[src/rtl/core/msc_pkg.sv]
package msc_pkg;

  localparam int unsigned DMEM_WORDS_DEF = 1024;
  localparam logic [31:0] START_PC_RST   = 32'h0040_0000;
  localparam int unsigned WIDX_W         = 30;

  localparam logic [5:0] OP_RTYPE = 6'h00;
  localparam logic [5:0] OP_J     = 6'h02;
  localparam logic [5:0] OP_BGTZ  = 6'h07;
  localparam logic [5:0] OP_ADDI  = 6'h08;
  localparam logic [5:0] OP_ADDIU = 6'h09;
  localparam logic [5:0] OP_LW    = 6'h23;
  localparam logic [5:0] OP_SW    = 6'h2b;

  localparam logic [5:0] FN_ADD  = 6'h20;
  localparam logic [5:0] FN_ADDU = 6'h21;
  localparam logic [5:0] FN_SUB  = 6'h22;
  localparam logic [5:0] FN_SUBU = 6'h23;
  localparam logic [5:0] FN_AND  = 6'h24;

  typedef struct packed {
    logic        mode;
    logic [31:0] instruction;
    logic [9:0]  preload_address;
    logic [31:0] preload_data;
  } in_item_t;

  typedef struct packed {
    logic        halted;
    logic [31:0] next_pc;
    logic        reg_write_valid;
    logic [4:0]  reg_write_index;
    logic [31:0] reg_write_value;
    logic        mem_write_valid;
    logic [9:0]  mem_write_address;
    logic [31:0] mem_write_value;
    logic        unsupported;
  } out_item_t;

  typedef struct packed {
    logic        en;
    logic [4:0]  idx;
    logic [31:0] data;
  } rf_wr_t;

endpackage

[src/rtl/core/msc_widx.sv]
module msc_widx #(
  parameter int unsigned DMEM_WORDS = msc_pkg::DMEM_WORDS_DEF,
  localparam int unsigned AW = $clog2(DMEM_WORDS)
) (
  input  logic                         clk_i,
  input  logic                         rst_ni,
  input  logic                         start_i,
  input  logic [msc_pkg::WIDX_W-1:0]   value_i,
  output logic                         done_o,
  output logic [AW-1:0]                rem_o
);

  localparam bit POW2 = (DMEM_WORDS & (DMEM_WORDS - 1)) == 0;

  if (POW2) begin : g_mask
    logic          done_q;
    logic [AW-1:0] rem_q;

    always_ff @(posedge clk_i) begin
      if (start_i) begin
        rem_q <= value_i[AW-1:0];
      end
    end

    always_ff @(posedge clk_i or negedge rst_ni) begin
      if (!rst_ni) begin
        done_q <= 1'b0;
      end else begin
        done_q <= start_i;
      end
    end

    assign done_o = done_q;
    assign rem_o  = rem_q;
  end else begin : g_recip
    // The quotient comes from a rounded-up reciprocal, exact for every 30-bit value.
    localparam int unsigned QW = msc_pkg::WIDX_W + 1 - AW;
    localparam int unsigned PW = 2 * msc_pkg::WIDX_W + 1;
    localparam longint unsigned RECIP_L =
      ((64'd1 << (msc_pkg::WIDX_W + AW)) + 64'(DMEM_WORDS) - 64'd1) / 64'(DMEM_WORDS);
    localparam logic [msc_pkg::WIDX_W:0] RECIP = (msc_pkg::WIDX_W + 1)'(RECIP_L);
    localparam logic [AW-1:0] MODV = AW'(DMEM_WORDS);

    logic                       s0_q;
    logic                       s1_q;
    logic                       s2_q;
    logic                       done_q;
    logic [msc_pkg::WIDX_W-1:0] val_q;
    logic [PW-1:0]              prod_q;
    logic [QW-1:0]              quot;
    logic [msc_pkg::WIDX_W:0]   qm_full;
    logic [AW-1:0]              qm_q;
    logic [AW-1:0]              rem_q;

    always_comb begin
      quot    = prod_q[PW-1:PW-QW];
      qm_full = {{AW{1'b0}}, quot} * {{QW{1'b0}}, MODV};
    end

    always_ff @(posedge clk_i) begin
      if (start_i) begin
        val_q <= value_i;
      end
      if (s0_q) begin
        prod_q <= {{(msc_pkg::WIDX_W + 1){1'b0}}, val_q} * {{msc_pkg::WIDX_W{1'b0}}, RECIP};
      end
      if (s1_q) begin
        qm_q <= qm_full[AW-1:0];
      end
      if (s2_q) begin
        rem_q <= val_q[AW-1:0] - qm_q;
      end
    end

    always_ff @(posedge clk_i or negedge rst_ni) begin
      if (!rst_ni) begin
        s0_q   <= 1'b0;
        s1_q   <= 1'b0;
        s2_q   <= 1'b0;
        done_q <= 1'b0;
      end else begin
        s0_q   <= start_i;
        s1_q   <= s0_q;
        s2_q   <= s1_q;
        done_q <= s2_q;
      end
    end

    assign done_o = done_q;
    assign rem_o  = rem_q;
  end

endmodule

[config.mk]
export PLATFORM = sky130hd
export DESIGN_NAME = msc_widx
export DESIGN_NICKNAME = d
export VERILOG_FILES = /design/src/rtl/core/msc_pkg.sv /design/src/rtl/core/msc_widx.sv
export SDC_FILE = /design/constraint.sdc
export NUM_CORES = 1
export LEC_CHECK = 0
export ABC_AREA = 1
export BUFFER_PORTS_ARGS = -buffer_cell sky130_fd_sc_hd__buf_2
export CORE_AREA = 3 3 40 42
export CTS_CLUSTER_SIZE = 24
export DETAILED_ROUTE_END_ITERATION = 16
export DIE_AREA = 0 0 43 45
export PLACE_DENSITY = 0.66
export SYNTH_ARGS = -nofsm -noshare
export SYNTH_HDL_FRONTEND = slang
export SYNTH_SLANG_ARGS = --single-unit
[constraint.sdc]
create_clock -name clk_i -period 0.8 [get_ports clk_i]
set_input_delay 0.04 -clock clk_i [delete_from_list [all_inputs] [get_ports clk_i]]
set_output_delay 0.04 -clock clk_i [all_outputs]
set_load 0.02 [all_outputs]
==> impl_metrics.ini <==
[sta]
maxSlewViolCount = 0
grt_setup_unrepaired = yes
relSlewSlack = 0.847
hold_viol = 0
tightest_slew_ns = 0.230
whs_ns = 0.0302
setup_slack_ns = -0.0518
fmax_mhz = 1170
period_needed_ns = 0.852
finalCritPeriodShare = 1.06
setup_viol = 11

[global_route]
grt_pass1_vias = 297
grt_max_degree = 12
grt_pass1_wl_um = 1300
grt_antenna_before_repair = 0
track_usage = 0.102
grt-ovfl-total = 0

[pwr]
power_density_mw_per_mm2 = 1970
switching_share = 0.223
power_switching_uw = 282
power_frac_comb = 0.167
power.internal_uw = 986
seqPwrFrac = 0.547
peakVddDrop_mv = 1.07
pwr-share-clk = 0.286
leakage_uw = 0.000278
p_total_uw = 1270

[placement]
gp_congestion = 0.626
dp_slack_ns = 0.198
io_buffers = 23

[floorplanning]
rows = 13
die_h_um = 45
num_io_pins = 44
core_sq_mm = 0.00128
initial_core_util = 0.253
die_area_sq_mm = 0.00194
fp.dieW_um = 43

[clock_network]
cts_tree = yes
clk_path_buf_depth = 2
ctsHtreeMaxLevel = 1
cts.sinks = 11
cts_buffers = 3
cts_root_buf = clkbuf_4
clkTransAtPathRegs_ns = 0.07

[worst_setup_path]
crit_path_max_incr_delay_ns = 0.40
cpMaxStageDelayCell = edfxtp_1
cp_num_buf_inv = 1
worstPathRequired_ns = 0.76
cp-start-kind = register
arrival_ns = 0.81
critical_path_class = register to output pin
cp_max_fo = 1
end_kind = output pin
worst_path_dominant_cell_family = flip-flops
worstPathCellList = buf_6

[detailed_routing]
drc = 0
routed_via_density = 3.92
routed_wl_um = 821
first_pass_iters = 1
antenna_left = 0
wire_per_inst_um = 12.8
vias = 251
dr.first_iter.drc_count = 0

[finish]
antennaDiodeCount = 0
multi_input_gates = 0
drive_gt1_frac = 0.531
multi_input_area_sq_um = 0
nFillCells = 116
syn_to_final_growth_pct = 98.5
nNetsFinal = 83

[yosys]
synthDistinctLibCells = 2
synth_edf_count = 10
synth_top_cell_area_share = 0.923
netlist_instances = 11
ys_seq_area_frac = 1.00
synth_common_cells = edfxtp_1, dfrtp_1
synth.area.top_cells = edfxtp_1, dfrtp_1
synth.most_common_cell = edfxtp_1
yosys.area.top_type = edfxtp_1
yosysWarnings = 0
avgSynthCellArea_sq_um = 29.6
ys_seq_elements = 11
synth_fp_nets = 44
synth_ff_type = edfxtp_1
ys_async_sr_fraction = 0.0909
syn_area_sq_um = 325

[outcome]
violations = negative setup slack
run_status = finished with violations

[worst_hold_path]
min_path_type = primary input to register

[flow_run]
drv_cap = 0
## per-layer routing
layer / vias up / GRT usage / wire length (um)
met3: 0 / 0.0398 / 70
met4: 0 / 0.0723 / 0
met2: 22 / 0.180 / 433
met1: 111 / 0.0960 / 317
li1: 118 / - / -
met5: - / 0 / 0
## path summary, 6_finish.rpt
kind | startpoint | endpoint | slack [ns] | cells after the start
max in group asynchronous | rst_ni | done_o$_DFF_PN0_ | 0.60 | 2
hold / removal | start_i | done_o$_DFF_PN0_ | 0.03 | 1
min in group asynchronous | rst_ni | done_o$_DFF_PN0_ | 0.11 | 2
setup / recovery | rem_o[4]$_DFFE_PP_ | rem_o[4] | -0.05 | 1
## power by group through the flow
stage / Sequential [uW] / Combinational, uW / Clock [uW]
2_1_floorplan: 758 / 0 / 0
3_3_place_gp: 695 / 134 / 0
3_5_place_dp: 698 / 137 / 0
4_1_cts: 691 / 200 / 385
5_1_grt: 698 / 226 / 422
6_report: 694 / 212 / 363
## layout by cell type, fill, tap and decap left out
cell	Yosys	final
buf_6	0	8
edfxtp_1	10	10
clkbuf_1	0	1
dlygate4sd3_1	0	11
dfrtp_1	1	1
buf_2	0	15
clkbuf_4	0	3
## through the flow
step           setup TNS [ns]   util  instance area, sq um  cells
2_1_floorplan               0      -                   325     11
3_3_place_gp                0  0.357                   459     49
3_5_place_dp                0  0.357                   459     49
4_1_cts                -0.426  0.488                   627     64
5_1_grt                -0.756  0.502                   646     64
6_report               -0.283  0.502                   646     64
## sequential cells by signal, indices dropped and copies added, names as in the netlist
name,flops
rem_o,10
done_o,1
## cell type report
type	instances	area, sq um	share of cell area
timing repair buffer	34	275	0.426
clock buffer	4	26.3	0.0407
tap	15	18.8	0.0291
sequential	11	325	0.504
## kinds of logic (layout without fill, tap and decap cells)
logic type  after synthesis  count (layout)  share of synthesized area
flops                    11              11                       1.00
buf+inv                   0              38                          0
## what timing repair did
| item | CTS | global route |
|---|---|---|
| setup buffers | 0 | 0 |
| endpoints found under the hold margin | 11 | 0 |
| hold buffers | 11 | 0 |
| resized for setup | 10 | 6 |
| endpoints found under the setup margin | 11 | 11 |
Note: power is estimated with default switching activity, not from simulation.
